<file path="src/hdl/thr_pkg.sv">
package thr_pkg;

    // Table entry fields
    localparam int RAW_W = 10;
    localparam int CEL_W = 9;
    localparam int ENTRY_W = RAW_W + CEL_W;

    // Interpolation quotient: |num| <= 1023*511 fits 19 bits, divisor 10 bits
    localparam int NUM_W = 19;
    localparam int DEN_W = 10;
    localparam int DIV_STEPS = NUM_W;
    localparam int DIV_CNT_W = $clog2(DIV_STEPS);

    // Signed sum of base celsius and quotient
    localparam int SUM_W = 21;

    // Result range of celsius
    localparam int OUT_CEL_W = 10;
    localparam int CEL_CLAMP_HI = 255;
    localparam int CEL_CLAMP_LO = -512;

    // floor(t*11/10) == (t * UPPER_MUL) >> UPPER_SHIFT for t in 0..255
    localparam int UPPER_MUL = 72094;
    localparam int UPPER_SHIFT = 16;
    localparam int UPPER_PROD_W = 25;
    localparam int UPPER_W = 9;

    typedef enum logic [1:0] {
        BAND_HIGH = 2'd0,
        BAND_LOW  = 2'd1,
        BAND_OFF  = 2'd2
    } band_t;

    // Controller -> datapath
    typedef struct packed {
        logic start;      // sample beat taken: latch sample and count, rewind index
        logic tbl_write;  // table write beat taken
        logic prev_load;  // current entry becomes the previous one
        logic idx_step;   // advance the scan index
        logic set_past;   // sample beyond the table
        logic setup;      // form numerator and divisor magnitudes
        logic div_step;   // one restoring division step
        logic fix;        // add quotient, clamp
        logic load_out;   // load result register
    } thr_cmd_t;

    // Datapath -> controller
    typedef struct packed {
        logic short_tbl;  // fewer than two entries in use
        logic hit;        // current entry raw exceeds the sample
        logic last;       // current entry is the last in use
        logic div_last;   // final division step
    } thr_status_t;

endpackage

</file>
<file path="src/hdl/thr_ram.sv">
module thr_ram #(
    parameter int WIDTH = 19,
    parameter int DEPTH = 32
) (
    input  logic                     clk,
    input  logic                     wr_en,
    input  logic [$clog2(DEPTH)-1:0] wr_addr,
    input  logic [WIDTH-1:0]         wr_data,
    input  logic [$clog2(DEPTH)-1:0] rd_addr,
    output logic [WIDTH-1:0]         rd_data
);

    logic [WIDTH-1:0] mem [DEPTH];

    always_ff @(posedge clk)
    begin
        if (wr_en)
        begin
            mem[wr_addr] <= wr_data;
        end
        rd_data <= mem[rd_addr];
    end

endmodule

</file>
<file path="src/hdl/thr_ctrl.sv">
module thr_ctrl (
    input  logic                 clk,
    input  logic                 rst_n,
    input  logic                 req_valid,
    input  logic                 req_type,
    output logic                 req_ready,
    output logic                 res_valid,
    input  logic                 res_ready,
    input  thr_pkg::thr_status_t status,
    output thr_pkg::thr_cmd_t    cmd
);

    typedef enum logic [2:0] {
        IDLE,
        FIRST,
        SCAN,
        SETUP,
        DIV,
        FIX,
        RESULT
    } state_t;

    state_t state_reg;
    state_t state_next;
    logic   res_valid_reg;
    logic   res_valid_next;

    assign req_ready = (state_reg == IDLE);
    assign res_valid = res_valid_reg;

    always_comb
    begin
        state_next = state_reg;
        res_valid_next = res_valid_reg && !res_ready;
        cmd = '0;
        unique case (state_reg)
            IDLE:
            begin
                if (req_valid)
                begin
                    if (req_type)
                    begin
                        cmd.tbl_write = 1'b1;
                    end
                    else
                    begin
                        cmd.start = 1'b1;
                        state_next = FIRST;
                    end
                end
            end
            FIRST:
            begin
                if (status.short_tbl)
                begin
                    cmd.set_past = 1'b1;
                    state_next = RESULT;
                end
                else
                begin
                    cmd.prev_load = 1'b1;
                    cmd.idx_step = 1'b1;
                    state_next = SCAN;
                end
            end
            SCAN:
            begin
                priority if (status.hit)
                begin
                    state_next = SETUP;
                end
                else if (status.last)
                begin
                    cmd.set_past = 1'b1;
                    state_next = RESULT;
                end
                else
                begin
                    cmd.prev_load = 1'b1;
                    cmd.idx_step = 1'b1;
                end
            end
            SETUP:
            begin
                cmd.setup = 1'b1;
                state_next = DIV;
            end
            DIV:
            begin
                cmd.div_step = 1'b1;
                if (status.div_last)
                begin
                    state_next = FIX;
                end
            end
            FIX:
            begin
                cmd.fix = 1'b1;
                state_next = RESULT;
            end
            RESULT:
            begin
                if (!res_valid_reg || res_ready)
                begin
                    cmd.load_out = 1'b1;
                    res_valid_next = 1'b1;
                    state_next = IDLE;
                end
            end
            default:
            begin
                state_next = IDLE;
            end
        endcase
    end

    always_ff @(posedge clk or negedge rst_n)
    begin
        if (!rst_n)
        begin
            state_reg <= IDLE;
            res_valid_reg <= 1'b0;
        end
        else
        begin
            state_reg <= state_next;
            res_valid_reg <= res_valid_next;
        end
    end

`ifndef SYNTHESIS
    a_sample_blocks: assert property (@(posedge clk) disable iff (!rst_n)
        (req_valid && req_ready && !req_type) |=> !req_ready)
        else $error("sample beat did not close the input");

    a_write_keeps_ready: assert property (@(posedge clk) disable iff (!rst_n)
        (req_valid && req_ready && req_type) |=> req_ready)
        else $error("table write stalled the input");

    a_result_from_result_state: assert property (@(posedge clk) disable iff (!rst_n)
        (res_valid_reg && !$past(res_valid_reg)) |-> $past(cmd.load_out))
        else $error("result raised without a load");
`endif

endmodule

</file>
<file path="src/hdl/thr_dp.sv">
module thr_dp #(
    parameter int TABLE_DEPTH = 32
) (
    input  logic                 clk,
    input  logic                 rst_n,
    input  thr_pkg::thr_cmd_t    cmd,
    output thr_pkg::thr_status_t status,
    input  logic [9:0]           raw_sample,
    input  logic [4:0]           point_index,
    input  logic [9:0]           point_raw,
    input  logic [8:0]           point_celsius,
    input  logic [7:0]           target_temp,
    input  logic [7:0]           heater_high_pwm,
    input  logic [7:0]           heater_low_pwm,
    input  logic [5:0]           entries_in_use,
    output logic [9:0]           celsius,
    output logic [7:0]           heater_duty,
    output logic [1:0]           heater_band,
    output logic                 past_table
);

    localparam int AW = $clog2(TABLE_DEPTH);

    // Table memory
    logic                          wr_en;
    logic [AW-1:0]                 wr_addr;
    logic [thr_pkg::ENTRY_W-1:0]   wr_data;
    logic [thr_pkg::ENTRY_W-1:0]   rd_data;
    logic [thr_pkg::RAW_W-1:0]     rd_raw;
    logic [thr_pkg::CEL_W-1:0]     rd_cel;

    // Scan
    logic [AW-1:0]                 idx_reg;
    logic [AW-1:0]                 idx_next;
    logic [AW-1:0]                 last_reg;
    logic                          short_reg;
    logic [thr_pkg::RAW_W-1:0]     raw_reg;
    logic [thr_pkg::RAW_W-1:0]     prev_raw_reg;
    logic [thr_pkg::CEL_W-1:0]     prev_cel_reg;
    int                            n_use;

    // Interpolation
    logic signed [10:0]            dr;
    logic signed [9:0]             dc;
    logic signed [10:0]            den;
    logic signed [20:0]            prod;
    logic [20:0]                   prod_abs;
    logic [10:0]                   den_abs;
    logic [thr_pkg::NUM_W-1:0]     quo_reg;
    logic [thr_pkg::DEN_W-1:0]     rem_reg;
    logic [thr_pkg::DEN_W-1:0]     den_mag_reg;
    logic                          neg_reg;
    logic                          den_zero_reg;
    logic [thr_pkg::DIV_CNT_W-1:0] div_cnt_reg;
    logic [thr_pkg::DEN_W:0]       shifted;
    logic [thr_pkg::DEN_W+1:0]     diff;
    logic signed [thr_pkg::SUM_W-1:0] q_signed;
    logic signed [thr_pkg::SUM_W-1:0] sum;
    logic [thr_pkg::OUT_CEL_W-1:0] cel_clamped;

    // Result
    logic [thr_pkg::OUT_CEL_W-1:0] cel_reg;
    logic                          past_reg;
    logic [thr_pkg::UPPER_PROD_W-1:0] upper_prod;
    logic [thr_pkg::UPPER_W-1:0]   upper_reg;
    logic signed [10:0]            cel_ext;
    logic signed [10:0]            tgt_ext;
    logic signed [10:0]            upper_ext;
    thr_pkg::band_t                band_next;
    logic [7:0]                    duty_next;
    logic [thr_pkg::OUT_CEL_W-1:0] out_cel_reg;
    logic [7:0]                    out_duty_reg;
    thr_pkg::band_t                out_band_reg;
    logic                          out_past_reg;

    assign wr_en   = cmd.tbl_write && (int'(point_index) < TABLE_DEPTH);
    assign wr_addr = AW'(point_index);
    assign wr_data = {point_raw, point_celsius};

    thr_ram #(
        .WIDTH(thr_pkg::ENTRY_W),
        .DEPTH(TABLE_DEPTH)
    ) u_table (
        .clk    (clk),
        .wr_en  (wr_en),
        .wr_addr(wr_addr),
        .wr_data(wr_data),
        .rd_addr(idx_next),
        .rd_data(rd_data)
    );

    assign rd_raw = rd_data[thr_pkg::ENTRY_W-1:thr_pkg::CEL_W];
    assign rd_cel = rd_data[thr_pkg::CEL_W-1:0];

    // Read address is the next index, so the registered read data lines up with idx_reg
    always_comb
    begin
        priority if (cmd.start)
        begin
            idx_next = '0;
        end
        else if (cmd.idx_step)
        begin
            idx_next = idx_reg + AW'(1);
        end
        else
        begin
            idx_next = idx_reg;
        end
    end

    assign n_use = (int'(entries_in_use) > TABLE_DEPTH) ? TABLE_DEPTH : int'(entries_in_use);

    assign status.short_tbl = short_reg;
    assign status.hit       = rd_raw > raw_reg;
    assign status.last      = idx_reg == last_reg;
    assign status.div_last  = div_cnt_reg == thr_pkg::DIV_CNT_W'(thr_pkg::DIV_STEPS - 1);

    // Differences against the previous entry; rd_data still holds the hit entry
    assign dr   = $signed({1'b0, raw_reg}) - $signed({1'b0, prev_raw_reg});
    assign dc   = $signed({1'b0, rd_cel}) - $signed({1'b0, prev_cel_reg});
    assign den  = $signed({1'b0, rd_raw}) - $signed({1'b0, prev_raw_reg});
    assign prod = 21'(dr) * 21'(dc);
    assign prod_abs = prod[20] ? 21'(-prod) : 21'(prod);
    assign den_abs  = den[10] ? 11'(-den) : 11'(den);

    // Restoring division, one quotient bit a cycle
    assign shifted = {rem_reg, quo_reg[thr_pkg::NUM_W-1]};
    assign diff    = {1'b0, shifted} - {2'b00, den_mag_reg};

    always_comb
    begin
        q_signed = den_zero_reg ? '0 : thr_pkg::SUM_W'({2'b00, quo_reg});
        if (neg_reg)
        begin
            q_signed = -q_signed;
        end
        sum = thr_pkg::SUM_W'({12'd0, prev_cel_reg}) + q_signed;
        priority if (sum > thr_pkg::SUM_W'(thr_pkg::CEL_CLAMP_HI))
        begin
            cel_clamped = thr_pkg::OUT_CEL_W'(thr_pkg::CEL_CLAMP_HI);
        end
        else if (sum < thr_pkg::SUM_W'(thr_pkg::CEL_CLAMP_LO))
        begin
            cel_clamped = thr_pkg::OUT_CEL_W'(thr_pkg::CEL_CLAMP_LO);
        end
        else
        begin
            cel_clamped = sum[thr_pkg::OUT_CEL_W-1:0];
        end
    end

    // Heater band
    assign upper_prod = thr_pkg::UPPER_PROD_W'(target_temp)
                      * thr_pkg::UPPER_PROD_W'(thr_pkg::UPPER_MUL);
    assign cel_ext   = {cel_reg[thr_pkg::OUT_CEL_W-1], cel_reg};
    assign tgt_ext   = $signed({3'b000, target_temp});
    assign upper_ext = $signed({2'b00, upper_reg});

    always_comb
    begin
        priority if (cel_ext < tgt_ext)
        begin
            band_next = thr_pkg::BAND_HIGH;
            duty_next = heater_high_pwm;
        end
        else if (cel_ext < upper_ext)
        begin
            band_next = thr_pkg::BAND_LOW;
            duty_next = heater_low_pwm;
        end
        else
        begin
            band_next = thr_pkg::BAND_OFF;
            duty_next = '0;
        end
    end

    always_ff @(posedge clk or negedge rst_n)
    begin
        if (!rst_n)
        begin
            idx_reg <= '0;
            div_cnt_reg <= '0;
            upper_reg <= '0;
        end
        else
        begin
            idx_reg <= idx_next;
            upper_reg <= upper_prod[thr_pkg::UPPER_SHIFT +: thr_pkg::UPPER_W];
            if (cmd.setup)
            begin
                div_cnt_reg <= '0;
            end
            else if (cmd.div_step)
            begin
                div_cnt_reg <= div_cnt_reg + thr_pkg::DIV_CNT_W'(1);
            end
        end
    end

    always_ff @(posedge clk)
    begin
        if (cmd.start)
        begin
            raw_reg <= raw_sample;
            short_reg <= entries_in_use < 6'd2;
            last_reg <= AW'(n_use - 1);
            past_reg <= 1'b0;
        end
        if (cmd.prev_load)
        begin
            prev_raw_reg <= rd_raw;
            prev_cel_reg <= rd_cel;
        end
        if (cmd.setup)
        begin
            quo_reg <= prod_abs[thr_pkg::NUM_W-1:0];
            rem_reg <= '0;
            den_mag_reg <= den_abs[thr_pkg::DEN_W-1:0];
            neg_reg <= prod[20] ^ den[10];
            den_zero_reg <= den == 11'sd0;
        end
        if (cmd.div_step)
        begin
            if (!diff[thr_pkg::DEN_W+1])
            begin
                rem_reg <= diff[thr_pkg::DEN_W-1:0];
                quo_reg <= {quo_reg[thr_pkg::NUM_W-2:0], 1'b1};
            end
            else
            begin
                rem_reg <= shifted[thr_pkg::DEN_W-1:0];
                quo_reg <= {quo_reg[thr_pkg::NUM_W-2:0], 1'b0};
            end
        end
        if (cmd.set_past)
        begin
            past_reg <= 1'b1;
            cel_reg <= '0;
        end
        if (cmd.fix)
        begin
            cel_reg <= cel_clamped;
        end
        if (cmd.load_out)
        begin
            out_cel_reg <= cel_reg;
            out_duty_reg <= duty_next;
            out_band_reg <= band_next;
            out_past_reg <= past_reg;
        end
    end

    assign celsius     = out_cel_reg;
    assign heater_duty = out_duty_reg;
    assign heater_band = out_band_reg;
    assign past_table  = out_past_reg;

`ifndef SYNTHESIS
    a_scan_in_range: assert property (@(posedge clk) disable iff (!rst_n)
        (cmd.idx_step && !cmd.start && $past(cmd.prev_load) && !$past(cmd.start))
            |-> idx_reg != last_reg)
        else $error("scan stepped past the last entry in use");

    a_div_count_bound: assert property (@(posedge clk) disable iff (!rst_n)
        cmd.div_step |=> (div_cnt_reg != '0) || $past(status.div_last))
        else $error("division counter wrapped early");
`endif

endmodule

</file>
<file path="src/hdl/thermistor_heater_regulator.sv">
// Thermistor table interpolation with a three-level heater regulator.
//
// Input channel (req_valid/req_ready): a beat with req_type 1 writes one
// (point_raw, point_celsius) pair into the table at point_index and gives no
// result; indexes at or above TABLE_DEPTH are dropped. A beat with req_type 0
// converts raw_sample and gives exactly one result beat on the output channel
// (res_valid/res_ready): celsius, heater_duty, heater_band, past_table.
// Table writes are taken one per cycle while no sample is in progress. A
// sample scans the table one entry a cycle through the single read port of
// the table RAM, then runs the restoring divider once it finds the first
// entry whose raw value exceeds the sample; a sample past the entries in use,
// or with fewer than two in use, goes straight to the result. The input is
// ready again in the cycle the result appears. The result sits in an output
// register; a stalled receiver holds it there while the next sample is taken
// and worked on, and that sample waits for the register to free. Configuration
// sits on an APB port; the user must write it only while idle, the block does
// not enforce this. Reset clears control and sets the registers to their
// defaults (entries 32); table contents are undefined until written.
module thermistor_heater_regulator #(
    parameter int TABLE_DEPTH = 32
) (
    input  logic        clk,
    input  logic        rst_n,

    // APB configuration
    input  logic        psel,
    input  logic        penable,
    input  logic        pwrite,
    input  logic [3:0]  paddr,
    input  logic [31:0] pwdata,
    output logic [31:0] prdata,
    output logic        pready,

    // Input beats
    input  logic        req_valid,
    output logic        req_ready,
    input  logic        req_type,
    input  logic [9:0]  raw_sample,
    input  logic [4:0]  point_index,
    input  logic [9:0]  point_raw,
    input  logic [8:0]  point_celsius,

    // Result beats
    output logic        res_valid,
    input  logic        res_ready,
    output logic [9:0]  celsius,
    output logic [7:0]  heater_duty,
    output logic [1:0]  heater_band,
    output logic        past_table
);

    typedef enum logic [1:0] {
        REG_TARGET  = 2'd0,
        REG_HIGH    = 2'd1,
        REG_LOW     = 2'd2,
        REG_ENTRIES = 2'd3
    } reg_index_t;

    localparam logic [5:0] ENTRIES_RESET = 6'd32;

    logic [7:0] target_reg;
    logic [7:0] high_pwm_reg;
    logic [7:0] low_pwm_reg;
    logic [5:0] entries_reg;
    logic       apb_write;
    reg_index_t reg_index;

    thr_pkg::thr_cmd_t    cmd;
    thr_pkg::thr_status_t status;

    assign pready    = 1'b1;
    assign apb_write = psel && penable && pwrite;
    assign reg_index = reg_index_t'(paddr[3:2]);

    always_ff @(posedge clk or negedge rst_n)
    begin
        if (!rst_n)
        begin
            target_reg <= '0;
            high_pwm_reg <= '0;
            low_pwm_reg <= '0;
            entries_reg <= ENTRIES_RESET;
        end
        else if (apb_write)
        begin
            unique case (reg_index)
                REG_TARGET:  target_reg <= pwdata[7:0];
                REG_HIGH:    high_pwm_reg <= pwdata[7:0];
                REG_LOW:     low_pwm_reg <= pwdata[7:0];
                REG_ENTRIES: entries_reg <= pwdata[5:0];
                default:     ;
            endcase
        end
    end

    always_comb
    begin
        unique case (reg_index)
            REG_TARGET:  prdata = {24'd0, target_reg};
            REG_HIGH:    prdata = {24'd0, high_pwm_reg};
            REG_LOW:     prdata = {24'd0, low_pwm_reg};
            REG_ENTRIES: prdata = {26'd0, entries_reg};
            default:     prdata = '0;
        endcase
    end

    // Sequencer: scan, divide, clamp, band select, result handshake
    thr_ctrl u_ctrl (
        .clk      (clk),
        .rst_n    (rst_n),
        .req_valid(req_valid),
        .req_type (req_type),
        .req_ready(req_ready),
        .res_valid(res_valid),
        .res_ready(res_ready),
        .status   (status),
        .cmd      (cmd)
    );

    // Table RAM, interpolation arithmetic, result register
    thr_dp #(
        .TABLE_DEPTH(TABLE_DEPTH)
    ) u_dp (
        .clk            (clk),
        .rst_n          (rst_n),
        .cmd            (cmd),
        .status         (status),
        .raw_sample     (raw_sample),
        .point_index    (point_index),
        .point_raw      (point_raw),
        .point_celsius  (point_celsius),
        .target_temp    (target_reg),
        .heater_high_pwm(high_pwm_reg),
        .heater_low_pwm (low_pwm_reg),
        .entries_in_use (entries_reg),
        .celsius        (celsius),
        .heater_duty    (heater_duty),
        .heater_band    (heater_band),
        .past_table     (past_table)
    );

endmodule

</file>
<file path="config.mk">
export PLATFORM = sky130hd
export DESIGN_NAME = thermistor_heater_regulator
export DESIGN_NICKNAME = d
export VERILOG_FILES = /design/src/hdl/thr_pkg.sv /design/src/hdl/thr_ram.sv /design/src/hdl/thr_ctrl.sv /design/src/hdl/thr_dp.sv /design/src/hdl/thermistor_heater_regulator.sv
export SDC_FILE = /design/constraint.sdc
export NUM_CORES = 2
export LEC_CHECK = 0
export BUFFER_PORTS_ARGS = -buffer_cell sky130_fd_sc_hd__buf_2
export CORE_AREA = 2 2 304 231
export CTS_CLUSTER_SIZE = 12
export DETAILED_ROUTE_END_ITERATION = 16
export DIE_AREA = 0 0 306 233
export PLACE_DENSITY = 0.87
export SLEW_MARGIN = 10
export SYNTH_ARGS = -nofsm -noshare
export SYNTH_HDL_FRONTEND = slang
export SYNTH_SLANG_ARGS = --single-unit
export TNS_END_PERCENT = 100
</file>
<file path="constraint.sdc">
create_clock -name clk -period 10.8 [get_ports clk]
set_input_delay 2.16 -clock clk [delete_from_list [all_inputs] [get_ports clk]]
set_output_delay 2.16 -clock clk [all_outputs]
set_load 0.01 [all_outputs]
</file>
* Word-level counts from Yosys, hierarchy flattened
Memory sizes are Yosys's and may differ from the RTL's. A register that Yosys moved wholly into a read port is not among the register bits.
Cells that the tools add are included.
** Storage, ports and cells
- Register bits :: 161
- Latch bits :: 0
- RAM bits :: 608
- Memory bits (read-only) :: 0
- Input port bits :: 78
- Logic and storage cells :: 129
- Memories :: 1
** Memory list
- u_dp.u_table.mem :: words 32, width 19, rd ports 1, clocked after Yosys merged registers in 1, write ports 1, line thr_ram.sv:13 : logic [WIDTH-1:0] mem [DEPTH];
** Cells by class
- $add $sub $neg :: 11
- Multipliers :: 2
- Div/mod/pow operators :: 0
- Magnitude comparators :: 7
- Equality and inequality tests :: 16
- Shift operators :: 0
- Mux-type cells :: 50
- Bitwise operators :: 1
- Reduce and logical (&&, ||, !) cells :: 16
** Operators with widths (count)
- $pmux W32 S4 :: 1
- $mux W10 :: 8
- $mux W19 :: 4
- $mux W5 :: 5
- $mul A8 B16 Y24 const B :: 1
- $mux W3 :: 8
- $sub A10 B10 Y11 :: 2
- $add A9 B21 Y21 :: 1
- $gt A21 B9 Y1 const B :: 1
- $lt A21 B10 Y1 const B :: 1
- $mul A11 B10 Y21 :: 1
- $mux W21 :: 1
- $neg A21 Y21 :: 1
- $pmux W3 S7 :: 1
- $neg A19 Y19 :: 1
- $mux W8 :: 2
- $mux W1 :: 14
- $sub A11 B10 Y12 :: 1
- $logic_not A11 Y1 :: 1
- $add A5 B1 Y5 const B :: 2
- $gt A10 B10 Y1 :: 1
- $lt A10 B10 Y1 :: 1
- $lt A10 B9 Y1 :: 1
- $mux W2 :: 5
- 25 further kinds :: 38

* Logic depth before layout (Yosys ltp)
- Depth after elaboration :: 8
- Gate-level depth with buffers :: 35
- Gate-level depth less buffers :: 34

* By module
From an unflattened synthesis, not the netlist that was laid out.
** Unflattened totals
- Cell total of the unflattened synthesis :: 3113
- Area, all modules :: 41388.4 µm²
** Modules (own cells, without submodules)
- thr_ram :: times used 1, cells an instance 1346, area an instance 24245.8 µm²
- thr_dp :: times used 1, cells an instance 1619, area an instance 15279.7 µm²
- thermistor_heater_regulator :: times used 1, cells an instance 108, area an instance 1544.0 µm²
- thr_ctrl :: times used 1, cells an instance 40, area an instance 319.1 µm²

* Worst setup path before layout
Ideal clock, no wire load.
- Path type :: reg2reg
- Start :: reg u_dp.raw_reg[0] in the netlist's numbering
- End :: reg u_dp.quo_reg[8] in the netlist's numbering (data pin)
- Arrival time :: 7.699 ns
- Required time :: 10.533 ns
- Path slack :: 2.834 ns
- Stages on the path, launching flop included :: 34
- Cell sequence :: edfxtp_1 inv_1 ha_1 inv_1 fa_1 nand2_1 nand2_1 a21oi_1 o21bai_1 a21oi_1 o21bai_1 a21oi_1 o21bai_1 a21oi_1 nand2_1 fa_1 fa_1 inv_1 fa_1 fa_1 inv_1 fa_1 inv_1 ha_1 and2_1 o21ai_0 inv_1 a211oi_1 o31ai_1 a21oi_1 xor2_1 o31a_1 xor2_1 o21ai_0
** On the way
- Cells in the longest elaborated chain, start to end :: 6
** RTL lines
- from (decl) :: line thr_dp.sv:37 : logic [thr_pkg::RAW_W-1:0] raw_reg;
- from (signal assigned) :: line thr_dp.sv:206 : raw_reg <= raw_sample;
- $sub A10 B10 Y11 * :: line thr_dp.sv:120 : assign dr = $signed({1'b0, raw_reg}) - $signed({1'b0, prev_raw_reg});
- $mul A11 B10 Y21 * :: line thr_dp.sv:123 : assign prod = 21'(dr) * 21'(dc);
- $neg A19 Y19 :: line thr_dp.sv:124 : assign prod_abs = prod[20] ? 21'(-prod) : 21'(prod);
- $mux W19 * :: line thr_dp.sv:124
- $mux W19 * :: line thr_dp.sv:216 : if (cmd.setup)
- $mux W19 * :: line thr_dp.sv:224 : if (cmd.div_step)
- to (signal assigned) :: line thr_dp.sv:218 : quo_reg <= prod_abs[thr_pkg::NUM_W-1:0];
- to (signal assigned) :: line thr_dp.sv:229 : quo_reg <= {quo_reg[thr_pkg::NUM_W-2:0], 1'b1};
- to (signal assigned) :: line thr_dp.sv:234 : quo_reg <= {quo_reg[thr_pkg::NUM_W-2:0], 1'b0};
- to (decl) :: line thr_dp.sv:49 : logic [thr_pkg::NUM_W-1:0] quo_reg;
Every way passes the cells marked *; elsewhere a longest branch is shown, timed or not. The select of a mux whose other input is x is not followed.
A chain may end at the register's enable or synchronous reset.

* Final worst setup path
- Start :: reg u_dp.prev_cel_reg[0] in the netlist's numbering
- End :: reg u_dp.quo_reg[18] in the netlist's numbering (data pin)
** On the way
- Cells in the longest elaborated chain, start to end :: 6
** RTL lines
- from (decl) :: line thr_dp.sv:39 : logic [thr_pkg::CEL_W-1:0] prev_cel_reg;
- from (signal assigned) :: line thr_dp.sv:214 : prev_cel_reg <= rd_cel;
- $sub A9 B9 Y10 * :: line thr_dp.sv:121 : assign dc = $signed({1'b0, rd_cel}) - $signed({1'b0, prev_cel_reg});
- $mul A11 B10 Y21 * :: line thr_dp.sv:123
- $neg A19 Y19 :: line thr_dp.sv:124
- $mux W19 * :: line thr_dp.sv:124
- $mux W19 * :: line thr_dp.sv:216
- $mux W19 * :: line thr_dp.sv:224
Marks and branches as above.

==> parameters.txt <==
Parameter                              Value

Cells and area
  Layout-stage area growth over the synthesis result ... 8.95%
  Count of nets after finishing ... 3927
  Layout cell share with drive strength beyond 1 ... 0.0961
  Util after Layout ... 0.652
  Filler cell count ... 4591
  Number of antenna cells inserted ... 0
  Largest register FFs ... 608

Route
  Wirelength, routed ... 97400 um
  DRT iter0 DRCs ... 3496
  Antenna-violating nets left ... 0
  Final routed wire length divided by cell count ... 21.8 um
  TritonRoute pass-1 iters ... 6
  Remaining DRCs ... 0
  Total number of vias ... 27900
  Via-to-Cell Ratio ... 6.24

Global routing
  Via count of the first global-routing pass ... 27500
  Maximum number of pins on one net before global-route repair ... 182
  Antenna violations before repair ... 3
  Final global-route overflow total ... 0
  Global-route wire length before repair ... 151000 um
  Total GRT Usage ... 0.274

Outcome
  Status ... finished, final reports clean

Worst setup path
  Reg2Reg Setup Slack ... 0.92 ns
  Classification of the worst setup path ... reg2reg
  CP endpoint kind ... register
  Worst setup path startpoint ... u_dp.prev_cel_reg[0]$_DFFE_PP_
  Worst reg2reg startpoint ... u_dp.prev_cel_reg[0]$_DFFE_PP_
  Standard cell with the maximum stage delay on the critical path ... sky130_fd_sc_hd__xor2_1
  CP max stage delay ... 0.64 ns
  Startpoint class of the critical path ... register
  Worst reg2reg path endpoint ... u_dp.quo_reg[18]$_DFFE_PP_
  Worst Path Required ... 11.13 ns
  Most prevalent standard cell on the critical path ... sky130_fd_sc_hd__fa_1
  Worst Reg-to-Reg Cells ... 31
  Endpoint of the most critical setup path ... u_dp.quo_reg[18]$_DFFE_PP_
  CP max FO ... 9
  Signal arrival time at the worst endpoint ... 10.21 ns

Synthesis
  Top post-synthesis cells by area ... sky130_fd_sc_hd__edfxtp_1 53%, sky130_fd_sc_hd__fa_1 6.3%, sky130_fd_sc_hd__nand2_1 6.1%
  Top cell type by total area after synthesis ... sky130_fd_sc_hd__edfxtp_1
  Cell with the most instances after synthesis ... sky130_fd_sc_hd__edfxtp_1
  Flip-flop cell with the highest count after synthesis ... sky130_fd_sc_hd__edfxtp_1
  Number of flops mapped to enable cells by yosys ... 715
  Syn_area_per_cell ... 11.7 sq um
  Sequential share of the synthesized area ... 0.570
  Most used standard cells in the synthesized netlist ... 715 x sky130_fd_sc_hd__edfxtp_1, 660 x sky130_fd_sc_hd__nand2_1, 290 x sky130_fd_sc_hd__inv_1
  Area of the mapped netlist ... 0.0407 sq mm
  Register bit total from synthesis ... 788
  Mapped Cells ... 3482
  Share of flip-flops with an asynchronous set or reset ... 0.0673
  Number of warning messages in the yosys log ... 0
  Top-area cell type share of the netlist area ... 0.527
  Number of different library cells in the post-synthesis netlist ... 75

Floorplanning
  Core region area ... 0.0680 sq mm
  Horizontal die dimension ... 306 um
  Number of I/O pins ... 134
  Starting density of the core ... 0.599
  Row Count ... 83
  Die Span Y ... 233 um
  Area of the die ... 0.0713 sq mm

Timing
  Relative slew slack ... 0.161
  Worst-Margin Slew ... 1.26 ns
  Max Clk Rate ... 0.101 GHz
  Final worst-path cycle share ... 0.915
  Final number of hold-violating endpoints ... 0
  Total of endpoints with negative setup slack in the final report ... 0
  Final number of max-transition violations ... 0
  RSZ-0062 raised after global routing ... false
  Setup TNS ... 0 ns
  Fin Clk Skew ... 0.0246 ns
  Time the worst path needs with I/O delays and setup ... 9.88 ns

Clock tree
  Register clock-pin slew on the reported worst setup and hold paths ... 0.07 ns
  Number of clock sinks ... 788
  Post-CTS resize count ... 0
  Clock Tree Root ... sky130_fd_sc_hd__clkbuf_16
  Inserted Clock Buffers ... 78
  CTS tree ... yes
  Skew-Pair Late Insertion Delay ... 0.63 ns
  Number of H-tree levels ... 3
  Buffer count from post-CTS setup fixing ... 0
  Number of buffers on the longest clock path ... 3
  Hold-fix buffers, CTS ... 0

Placed design
  Final weighted congestion of routability-driven global placement ... 0.883
  Half-perimeter wire length after detailed placement ... 60800 um
  Number of port buffers ... 82

Flow run
  Max-capacitance violation count ... 0

Worst hold path
  Worst min-delay path class ... reg2reg
## metal layers
layer  track usage  wire length, um
met2         0.435            44900
met4         0.105             3710
met3        0.0574            11000
met5             0               20
met1         0.373            37800
## cells by family (layout without fill, tap and decap cells)
family                   count (synthesis)  after routing  share of synthesized area
AO/OA/AOI/OAI                          483            483                     0.0830
other                                    2             25                   0.000184
buffers and inverters                  473            546                     0.0464
XOR/XNOR                               116            116                     0.0250
adder cells (fa/ha/maj)                310            310                      0.119
flip-flops                             788            788                      0.570
AND/OR/NAND/NOR                       1237           1237                      0.136
multiplexers                            73             73                     0.0206
## worst max-delay path: cells and delay by family (launching register included)
family | cells | cell delay, ns
AND/OR/NAND/NOR | 1 | 0.17
XOR/XNOR | 3 | 1.57
buffers and inverters | 5 | 0.50
flip-flops | 1 | 0.38
adder cells (fa/ha/maj) | 8 | 3.47
AO/OA/AOI/OAI | 14 | 3.46
## stage by stage
step                      instance area (sq um)  instances  setup slack [ns]  hold slack (ns)
after floorplan                           40800       3505              2.83            0.408
after global placement                    42100       4351              1.59            0.415
after detailed placement                  42100       4351              1.28            0.422
after CTS                                 44400       4470              1.14            0.437
after global routing                      44400       4470             0.450            0.448
final                                     44400       4470             0.923            0.443
## layout by cell type, fill, tap and decap left out, types with 41 or more instances in the layout
cell and n:
sky130_fd_sc_hd__edfxtp_1 715, sky130_fd_sc_hd__nand2_1 660, sky130_fd_sc_hd__inv_1 288, sky130_fd_sc_hd__ha_1 181
sky130_fd_sc_hd__nand3_1 175, sky130_fd_sc_hd__fa_1 129, sky130_fd_sc_hd__nor2_1 119, sky130_fd_sc_hd__o21ai_0 87
sky130_fd_sc_hd__buf_2 82, sky130_fd_sc_hd__clkbuf_16 79, sky130_fd_sc_hd__a21oi_1 75, sky130_fd_sc_hd__xnor2_1 70
sky130_fd_sc_hd__a311oi_1 52, sky130_fd_sc_hd__dfrtp_1 52, sky130_fd_sc_hd__buf_4 52, sky130_fd_sc_hd__xor2_1 46
sky130_fd_sc_hd__nand4_1 45, sky130_fd_sc_hd__mux2i_1 41
## cell type report
class	count	area, sq um	area share
flip-flops and latches	788	23200	0.523
multi-input cells	2244	15800	0.357
clock buffers	107	2100	0.0474
well taps	892	1120	0.0252
inverters	291	1100	0.0249
repair buffers	136	841	0.0190
clock inverters	12	168	0.00378
## how the worst min path moves through the flow
stage | cells after the start | slack (ns) | endpoint | start
after global routing | 0 | 0.45 | u_dp.prev_cel_reg[0]$_DFFE_PP_ | u_dp.u_table.rd_data[0]$_DFF_P_
after floorplan | 0 | 0.41 | u_dp.past_table$_DFFE_PP_ | u_dp.past_reg$_SDFFE_PP1P_
final | 0 | 0.44 | u_dp.prev_raw_reg[0]$_DFFE_PP_ | u_dp.u_table.rd_data[9]$_DFF_P_
after global placement | 0 | 0.42 | u_dp.prev_cel_reg[0]$_DFFE_PP_ | u_dp.u_table.rd_data[0]$_DFF_P_
after CTS | 0 | 0.44 | u_dp.prev_cel_reg[0]$_DFFE_PP_ | u_dp.u_table.rd_data[0]$_DFF_P_
after detailed placement | 0 | 0.42 | u_dp.prev_cel_reg[0]$_DFFE_PP_ | u_dp.u_table.rd_data[0]$_DFF_P_
Power is left out: the tool's default activity adds up to more than one toggle a clock period on the data nets, which glitch-free logic cannot reach.
